`config.mk`:
```
export PLATFORM = sky130hd
export DESIGN_NAME = dtss_ctrl
export DESIGN_NICKNAME = d
export VERILOG_FILES = /design/src/hw/rtl/dtss_pkg.sv /design/src/hw/rtl/dtss_ctrl.sv
export SDC_FILE = /design/constraint.sdc
export NUM_CORES = 1
export LEC_CHECK = 0
export BUFFER_PORTS_ARGS = -buffer_cell sky130_fd_sc_hd__buf_4
export CORE_AREA = 5 5 42 44
export CTS_CLUSTER_SIZE = 20
export DETAILED_ROUTE_END_ITERATION = 16
export DIE_AREA = 0 0 47 49
export PLACE_DENSITY_LB_ADDON = 0.12
export SKIP_CTS_REPAIR_TIMING = 1
export SLEW_MARGIN = 10
export SYNTH_ARGS = -nofsm -noshare
export SYNTH_HDL_FRONTEND = slang
export SYNTH_SLANG_ARGS = --single-unit
```
`constraint.sdc`:
```
create_clock -name i_clk -period 1.3 [get_ports i_clk]
set_input_delay 0.26 -clock i_clk [delete_from_list [all_inputs] [get_ports i_clk]]
set_output_delay 0.26 -clock i_clk [all_outputs]
set_load 0.02 [all_outputs]
```
`src/hw/rtl/dtss_pkg.sv`:
```
// ----------------------------------------------------------------------------
// dtss_pkg
// Shared types and constants of the decimal digit trie seen-set.
// ----------------------------------------------------------------------------
package dtss_pkg;

    localparam int MAX_NODES_DEF = 4096;
    localparam int FANOUT        = 10;
    localparam int DIGIT_W       = 4;
    localparam int STATUS_W      = 2;

    localparam logic [DIGIT_W-1:0] DIGIT_MAX = DIGIT_W'(FANOUT - 1);

    typedef enum logic [STATUS_W-1:0] {
        ST_NEW     = 2'd0,
        ST_PRESENT = 2'd1,
        ST_FULL    = 2'd2
    } t_status;

    typedef enum logic [1:0] {
        S_IDLE,
        S_LINK,
        S_CHECK,
        S_FINISH
    } t_state;

    // controller -> datapath
    typedef struct packed {
        logic accept;     // input item taken this cycle
        logic capture;    // child link word is on the link RAM output
        logic check;      // validate link, follow or allocate
        logic finish;     // produce the result item, return to root
    } t_cmd;

    // datapath -> controller
    typedef struct packed {
        logic key_failed;
        logic last;
        logic out_free;
    } t_stat;

endpackage

```
`src/hw/rtl/dtss_ctrl.sv`:
```
// ----------------------------------------------------------------------------
// dtss_ctrl
// Sequencer for one digit: link read, check/allocate, optional result.
// ----------------------------------------------------------------------------
module dtss_ctrl
    import dtss_pkg::*;
(
    input  logic  i_clk,
    input  logic  i_rst_n,
    input  logic  i_in_valid,
    input  logic  i_last_digit,
    input  t_stat i_stat,
    output logic  o_in_ready,
    output t_cmd  o_cmd
);

    t_state r_state;
    t_state n_state;

    always_ff @(posedge i_clk) begin
        if (!i_rst_n) begin
            r_state <= S_IDLE;
        end else begin
            r_state <= n_state;
        end
    end

    always_comb begin
        n_state = r_state;
        case (r_state)
            S_IDLE: begin
                if (i_in_valid) begin
                    // a key that ran out of nodes only waits for its last digit
                    if (i_stat.key_failed) begin
                        n_state = i_last_digit ? S_FINISH : S_IDLE;
                    end else begin
                        n_state = S_LINK;
                    end
                end
            end
            S_LINK:   n_state = S_CHECK;
            S_CHECK:  n_state = i_stat.last ? S_FINISH : S_IDLE;
            S_FINISH: begin
                if (i_stat.out_free) begin
                    n_state = S_IDLE;
                end
            end
            default:  n_state = S_IDLE;
        endcase
    end

    always_comb begin
        o_cmd       = '0;
        o_in_ready  = 1'b0;
        case (r_state)
            S_IDLE: begin
                o_in_ready     = 1'b1;
                o_cmd.accept   = i_in_valid;
            end
            S_LINK:   o_cmd.capture = 1'b1;
            S_CHECK:  o_cmd.check   = 1'b1;
            S_FINISH: o_cmd.finish  = i_stat.out_free;
            default: begin
                o_in_ready = 1'b0;
            end
        endcase
    end

endmodule

```
==> run_results.csv, run 1 <==
group,metric,value,unit
status,status,"finished clean",
layout,reg_top3,"r_state: 2 flops",
global_routing,grt_use_total,4.78,%
clocking,cts_tree,"built",
timing,finalCritPeriodShare,94.7,%
clocking,cts.sinks,2,
placement,io_buffers,11,
die,core-area,0.00140,mm^2
synthesis,synth_top_area_share,30.5,%
power,power.leakage,0.124,nW
synthesis,synth_ff_type,"dfxtp_1",
power,cellPowerDensity,1150,mW/mm^2
global_routing,antenna_found_initial,0,
synthesis,netlist_area,131,um^2
routing,drc,0,
power,max-vdd-ir-drop,0.000255,V
timing,rsz0062_at_grt,"false",
die,io_pins,12,
synthesis,yosysSeqAreaShare,30.5,%
worst_setup_path,start_kind,"flip-flop",
placement,dp_cells,43,
clocking,htree_levels,1,
synthesis,yosys.area.top_type,"dfxtp_1",
synthesis,synthTopCellsByArea,"dfxtp_1 30%, o2111ai_1 13%, nand2_1 8.6%, and2b_2 6.7%, nand4b_1 6.7%",
timing,fmax,0.812,GHz
timing,skew,0.000737,ns
global_routing,grt_pass1_vias,199,
synthesis,ys_types,12,
clocking,cts_buffers,3,
worst_setup_path,arrival,0.97,ns
die,fp.dieH,49,um
timing,finalSetupViolations,0,
synthesis,synth.yosys.warnings,0,
clocking,cts_max_path_buffers,2,
timing,drv_slew,0,
die,dieWidth,47,um
worst_setup_path,worst-path-max-fanout,7,
timing,tns,0,ns
global_routing,grt_pass1_wl,717,um
timing,hold_viol,0,
layout,final_cells,46,
global_routing,grt_overflow,0,
worst_setup_path,path_buf_inv,1,
synthesis,async_reset_ff_share,0,%
timing,finalCriticalPeriod,1.23,ns
timing,maxSlewHeadroom,88.1,%
layout,largest-register,"r_state",
power,finalPower,302,uW
worst_setup_path,crit_family,"flip-flops",
clocking,insertion_delay,0.22,ns
die,die-area,0.00230,mm^2
synthesis,synth_fp_nets,23,
layout,largest_reg_flops,2,
layout,nets,39,
clocking,clockRootBuffer,"clkbuf_4",
layout,diodes,0,
routing,ant_nets,0,
job,cap_violations,0,
routing,wire_per_inst,9.74,um
worst_setup_path,critPathKind,"reg -> out",
layout,layout-drive-gt1-share,66.7,%
worst_setup_path,required,1.04,ns
worst_setup_path,crit_slowest_cell,"dfxtp_2",
synthesis,synth.most_common_cell,"nand2_1",
routing,num_vias,173,
worst_setup_path,cp_cell_sequence,"nor2_2 -> and2_1 -> buf_4",
routing,vias_per_cell,3.76,
routing,drt_iter0_markers,0,
layout,fillers,171,
worst_setup_path,end_kind,"output port",
timing,worst_slew_pin_slew,0.178,ns
die,row_count,14,
routing,firstDrtPassIters,1,
die,start_util,9.38,%
synthesis,synth_edf_count,0,
layout,synthToLayoutAreaGrowth,99.0,%
synthesis,synth_seq_cells,2,
synthesis,synth_cells,16,
global_routing,grt_max_degree,8,
synthesis,syn_avg_cell_area,8.21,um^2
clocking,clk_pin_slew,0.03,ns
hold_path,hp-class,"in -> reg",
synthesis,synth_common_cells,"3 x nand2_1, 2 x dfxtp_1, 2 x o2111ai_1",
routing,totalWireLength,448,um
worst_setup_path,cp_slowest_stage_delay,0.33,ns
placement,routabilityCongestion,0.603,
[final timing paths]
| kind | from | endpoint | slack (ns) | cells past startpoint |
|---|---|---|---|---|
| hold reg to reg | r_state[1] | r_state[0] | 0.52 | 2 |
| hold / removal | i_last_digit | r_state[0] | 0.31 | 3 |
| setup reg to reg | r_state[1] | r_state[1] | 0.40 | 3 |
| setup / recovery | r_state[1] | o_cmd[3] | 0.07 | 3 |
[tightest hold or removal path, cell delays in order]
cell and delay (ns):
buf_4 0.09, o2111ai_1 0.09, nand2_1 0.07
[power by group]
group,total [mW],switching [mW],internal (mW)
registers,0.0794,0.00994,0.0694
clock network,0.135,0.0334,0.102
logic,0.0872,0.0420,0.0453
total,0.302,0.0853,0.216
[layout by cell type, fill, tap and decap left out, types with 2 or more instances in the layout]
master | synthesis | routed
o2111ai_1 | 2 | 2
buf_4 | 0 | 11
nand2_1 | 3 | 3
dfxtp_2 | 0 | 2
clkbuf_4 | 0 | 3
[stage by stage]
stage               hold WS (ns)  cell area (um^2)  setup slack, ns  utilization [%]
floorplan                  0.413               131           0.0553                -
global placement           0.542               234            0.229             16.7
detailed placement         0.528               234            0.223             16.7
CTS                        0.305               256          -0.0234             18.3
global route               0.322               262          0.00983             18.7
finish                     0.313               262           0.0689             18.7
[logic make-up (layout without fill, tap and decap cells)]
group	after synthesis	count (layout)	share of synthesized area (%)
simple gates	9	9	41.9
compound gates	4	4	24.8
flops	2	2	30.5
buf+inv	1	15	2.85
[layout make-up]
type / instances / area [um^2] / share of cell area [%]
clock buffers: 3 / 22.5 / 8.61
inverters: 1 / 3.75 / 1.44
multi-input cells: 13 / 90.1 / 34.4
flip-flops and latches: 2 / 42.5 / 16.3
well taps: 16 / 20.0 / 7.66
repair buffers: 11 / 82.6 / 31.6
[routing by layer]
| metal | track usage, % | wire (um) | up-vias |
|---|---|---|---|
| li1 | - | - | 88 |
| met1 | 3.72 | 125 | 83 |
| met2 | 7.47 | 304 | 2 |
| met3 | 1.11 | 17 | 0 |
| met4 | 6.91 | 0 | 0 |
| met5 | 0 | 0 | - |
(Power assumes the default switching activity.)
==> inputs of run 2 (changes only) <==
CTS_BUF_LIST = sky130_fd_sc_hd__clkbuf_8   (was default)
==> run 2 against run 1 <==
Compared with the run above:
- power up 35%
- via count is the same
- count of clock-buffer cells in the layout did not move
- highest routed layer unchanged
- combinational power hardly changed
- global-route usage increased by 0.35 points
- non-clock buffer count stayed put
- clock power up 79%
- sequential share of layout area shrank 1.1 points
- critical path depth is the same
==> run_results.csv, run 2 (synthesis results as in run 1) <==
group,metric,value,unit
layout,diodes,0,
routing,num_vias,173,
layout,nets,39,
worst_setup_path,timing.rr.end,"r_state[1]",
power,switching_share,24.0,%
layout,final_cell_mix,"11 x buf_4, 3 x nand2_1, 3 x clkbuf_8",
clocking,clk_pin_slew,0.03,ns
worst_setup_path,cp_cell_sequence,"nor2_2 -> and2_1 -> buf_4",
routing,vias_per_cell,3.76,
hold_path,min_to,"r_state[0]",
placement,io_buffers,11,
worst_setup_path,cp_slowest_stage_delay,0.33,ns
routing,totalWireLength,456,um
routing,firstDrtPassIters,1,
timing,maxSlewHeadroom,88.1,%
worst_setup_path,required,1.04,ns
worst_setup_path,rrSetupSlack,0.39,ns
worst_setup_path,critPathKind,"reg -> out",
timing,fmax,0.821,GHz
worst_setup_path,worst-path-max-fanout,7,
power,power.leakage,0.132,nW
timing,finalSetupViolations,0,
layout,reg_top3,"r_state: 2 flops",
worst_setup_path,crit_slowest_cell,"dfxtp_2",
worst_setup_path,crit_family,"flip-flops",
hold_path,holdPathStages,3,
routing,drc,0,
worst_setup_path,path_buf_inv,1,
clocking,clockRootBuffer,"clkbuf_8",
timing,hold_slack,0.327,ns
routing,drt_iter0_markers,0,
timing,hold_viol,0,
layout,layout-drive-gt1-share,66.7,%
die,die-area,0.00230,mm^2
power,p_comb_share,21.4,%
die,dieWidth,47,um
power,p_switching,98.2,uW
timing,rsz0062_at_grt,"false",
global_routing,grt_max_degree,8,
die,start_util,9.38,%
power,clockPowerShare,59.2,%
worst_setup_path,start_kind,"flip-flop",
worst_setup_path,arrival,0.96,ns
worst_setup_path,end_kind,"output port",
layout,fillers,169,
power,intPower,310,uW
routing,wire_per_inst,9.91,um
die,io_pins,12,
die,core-area,0.00140,mm^2
global_routing,grt_pass1_vias,202,
placement,place_ws,0.223,ns
timing,finalCriticalPeriod,1.22,ns
global_routing,grt_pass1_wl,752,um
job,cap_violations,0,
global_routing,antenna_found_initial,0,
hold_path,worstHoldStart,"i_last_digit",
status,status,"finished clean",
layout,largest-register,"r_state",
worst_setup_path,reg2reg_from,"r_state[1]",
die,fp.dieH,49,um
layout,synthToLayoutAreaGrowth,113,%
timing,worst_slew_pin_slew,0.178,ns
clocking,cts_max_path_buffers,2,
power,cellPowerDensity,1460,mW/mm^2
layout,largest_reg_flops,2,
die,row_count,14,
worst_setup_path,cp.depth,3,
hold_path,hp-class,"in -> reg",
clocking,cts_buffers,3,
layout,final_cells,46,
timing,skew,0.000205,ns
placement,dp_cells,43,
global_routing,grt_use_total,5.13,%
clocking,insertion_delay,0.21,ns
clocking,cts.sinks,2,
global_routing,grt_overflow,0,
power,max-vdd-ir-drop,0.000394,V
power,finalPower,408,uW
layout,layout_commonest_cell,"buf_4",
placement,routabilityCongestion,0.603,
clocking,cts_tree,"built",
timing,setup_slack,0.0821,ns
power,p_seq_share,19.4,%
clocking,htree_levels,1,
timing,drv_slew,0,
worst_setup_path,r2r_cells,3,
timing,finalCritPeriodShare,93.7,%
routing,ant_nets,0,
run 2: through the flow:
stage,setup TNS [ns],utilization [%],cell area [um^2]
after global placement,0,16.7,234
after detailed placement,0,16.7,234
after floorplan,0,-,131
after global routing,0,20.0,280
after CTS,-0.00349,19.6,275
final,0,20.0,280
run 2: power groups by stage:
stage / combinational (mW) / clock [mW] / sequential (mW)
5_1_grt: 0.0953 / 0.264 / 0.0814
2_1_floorplan: 0.0438 / 0 / 0.0758
3_5_place_dp: 0.0876 / 0 / 0.0776
3_3_place_gp: 0.0884 / 0 / 0.0782
4_1_cts: 0.0878 / 0.253 / 0.0767
6_report: 0.0873 / 0.242 / 0.0794
run 2: how the worst max path moves through the flow:
| stage | from | slack [ns] | endpoint |
|---|---|---|---|
| 3_5_place_dp | r_state[0] | 0.22 | o_cmd[3] |
| 5_1_grt | r_state[1] | 0.02 | o_cmd[3] |
| 2_1_floorplan | r_state[0] | 0.06 | o_cmd[3] |
| 4_1_cts | r_state[0] | -0.003 | o_cmd[3] |
| 6_report | r_state[1] | 0.08 | o_cmd[3] |
| 3_3_place_gp | r_state[0] | 0.23 | o_cmd[3] |
run 2: worst min-delay path: stages:
cell,delay [ns]
buf_4,0.09
o2111ai_1,0.09
nand2_1,0.07
run 2: routing by layer:
layer / up-vias / wire length (um) / global-route usage (%) / part of all wire, %
li1: 88 / - / - / -
met1: 83 / 132 / 3.94 / 29
met2: 2 / 306 / 7.69 / 67
met3: 0 / 17 / 2.21 / 3.7
met4: 0 / 0 / 6.91 / 0
met5: - / 0 / 0 / 0
run 2: area by class of cell:
type                    instances  area [um^2]  share of cell area [%]
clock buffers                   3         41.3                    14.7
inverters                       1         3.75                    1.34
multi-input cells              13         90.1                    32.1
flip-flops and latches          2         42.5                    15.2
repair buffers                 11         82.6                    29.5
well taps                      16         20.0                    7.14
==> inputs of run 3 (changes only) <==
BUFFER_PORTS_ARGS = -buffer_cell sky130_fd_sc_hd__buf_2   (was -buffer_cell sky130_fd_sc_hd__buf_4)
CTS_BUF_LIST = sky130_fd_sc_hd__clkbuf_16   (was sky130_fd_sc_hd__clkbuf_8)
==> run 3 against run 2 <==
Compared with the run above:
- sequential power grew 1%
- combinational power shrank 16%
- sequential share of layout area shrank 0.33 points
- critical path depth is the same
- global-route usage shrank 0.56 points
- count of clock-buffer cells in the layout is the same
- clock skew grew 0.0020 ns
- fmax shrank 1.9%
- cell count is the same
- die area is the same
- power grew 49%
- register-to-register slack gained 0.02 ns
==> run_results.csv, run 3 (synthesis results as in run 1) <==
group,metric,value,unit
timing,setup_slack,0.0579,ns
die,die-area,0.00230,mm^2
worst_setup_path,start_kind,"flip-flop",
global_routing,grt_use_total,4.57,%
power,p_seq_share,13.2,%
placement,place_ws,0.209,ns
global_routing,grt_pass1_wl,662,um
power,power.leakage,0.140,nW
routing,drt_iter0_markers,2,
timing,fmax,0.805,GHz
status,status,"finished clean",
power,p_switching,118,uW
layout,nets,39,
clocking,cts_buffers,3,
die,fp.dieH,49,um
worst_setup_path,critPathKind,"reg -> out",
power,p_comb_share,11.9,%
placement,io_buffers,11,
timing,finalCriticalPeriod,1.24,ns
global_routing,grt_pass1_vias,159,
layout,register_area,42.5,um^2
power,intPower,492,uW
layout,fillers,165,
job,cap_violations,0,
die,start_util,9.38,%
global_routing,grt_max_degree,8,
timing,hold_viol,0,
routing,wire_per_inst,10.1,um
timing,tns,0,ns
placement,dp_hpwl,370,um
layout,reg_top3,"r_state: 2 flops",
routing,drc,0,
layout,largest-register,"r_state",
hold_path,hp-class,"in -> reg",
layout,layout_commonest_cell,"buf_2",
routing,num_vias,173,
die,row_count,14,
clocking,insertion_delay,0.22,ns
global_routing,grt_overflow,0,
timing,maxSlewHeadroom,88.2,%
die,io_pins,12,
layout,diodes,0,
worst_setup_path,arrival,0.98,ns
die,dieWidth,47,um
routing,totalWireLength,465,um
routing,firstDrtPassIters,2,
worst_setup_path,end_kind,"output port",
layout,final_cell_mix,"11 x buf_2, 3 x nand2_1, 3 x clkbuf_16",
timing,finalSetupViolations,0,
layout,layout-drive-gt1-share,66.7,%
timing,finalCritPeriodShare,95.5,%
die,core-area,0.00140,mm^2
layout,multi_input_area,90.1,um^2
routing,ant_nets,0,
power,switching_share,19.3,%
layout,largest_reg_flops,2,
global_routing,antenna_found_initial,0,
worst_setup_path,required,1.04,ns
clocking,htree_levels,1,
clocking,clk_pin_slew,0.03,ns
placement,routabilityCongestion,0.604,
clocking,clockRootBuffer,"clkbuf_16",
timing,skew,0.00221,ns
power,cellPowerDensity,2130,mW/mm^2
layout,synthToLayoutAreaGrowth,118,%
worst_setup_path,worst-path-max-fanout,7,
routing,vias_per_cell,3.76,
power,clockPowerShare,74.9,%
clocking,cts.sinks,2,
timing,worst_slew_pin_slew,0.177,ns
clocking,cts_max_path_buffers,2,
clocking,cts_tree,"built",
timing,drv_slew,0,
timing,rsz0062_at_grt,"false",
power,max-vdd-ir-drop,0.000758,V
## run 3: worst paths after layout
| path | start | end | slack, ns | cells after the start |
|---|---|---|---|---|
| hold reg to reg | r_state[1] | r_state[0] | 0.52 | 2 |
| hold / removal | i_last_digit | r_state[0] | 0.32 | 3 |
| setup / recovery | r_state[1] | o_cmd[3] | 0.06 | 3 |
| setup reg to reg | r_state[1] | r_state[1] | 0.41 | 3 |
## run 3: power groups by stage
stage / registers [mW] / clock network [mW] / logic [mW]
floorplan: 0.0758 / 0 / 0.0438
global placement: 0.0789 / 0 / 0.0723
detailed placement: 0.0785 / 0 / 0.0733
CTS: 0.0777 / 0.463 / 0.0734
global route: 0.0813 / 0.471 / 0.0801
finish: 0.0805 / 0.457 / 0.0729
## run 3: worst max-delay path, stage by stage, from the launching register on
cell and delay [ns]:
dfxtp_2 0.34, nor2_2 0.14, and2_1 0.13, buf_2 0.16
## run 3: cell type report
class                   instances  area share (%)
clock buffers                   3            26.2
multi-input cells              13            31.4
flip-flops and latches          2            14.8
well taps                      16            6.99
repair buffers                 11            19.2
inverters                       1            1.31
## run 3: stage by stage
step           area (um^2)  hold slack [ns]  total power [mW]  util (%)  cells
5_1_grt                287            0.339             0.633      20.4     46
3_3_place_gp           206            0.556             0.151      14.7     43
6_report               287            0.320             0.610      20.4     46
2_1_floorplan          131            0.413             0.120         -     16
3_5_place_dp           206            0.540             0.152      14.7     43
4_1_cts                282            0.320             0.614      20.1     46
## run 3: per-layer routing
| metal | part of all wire, % | GRT usage, % | vias up |
|---|---|---|---|
| met5 | 0 | 0 | - |
| met4 | 0 | 2.76 | 0 |
| met3 | 6.2 | 4.43 | 0 |
| met2 | 62 | 7.47 | 6 |
| met1 | 32 | 3.06 | 79 |
| li1 | - | - | 88 |
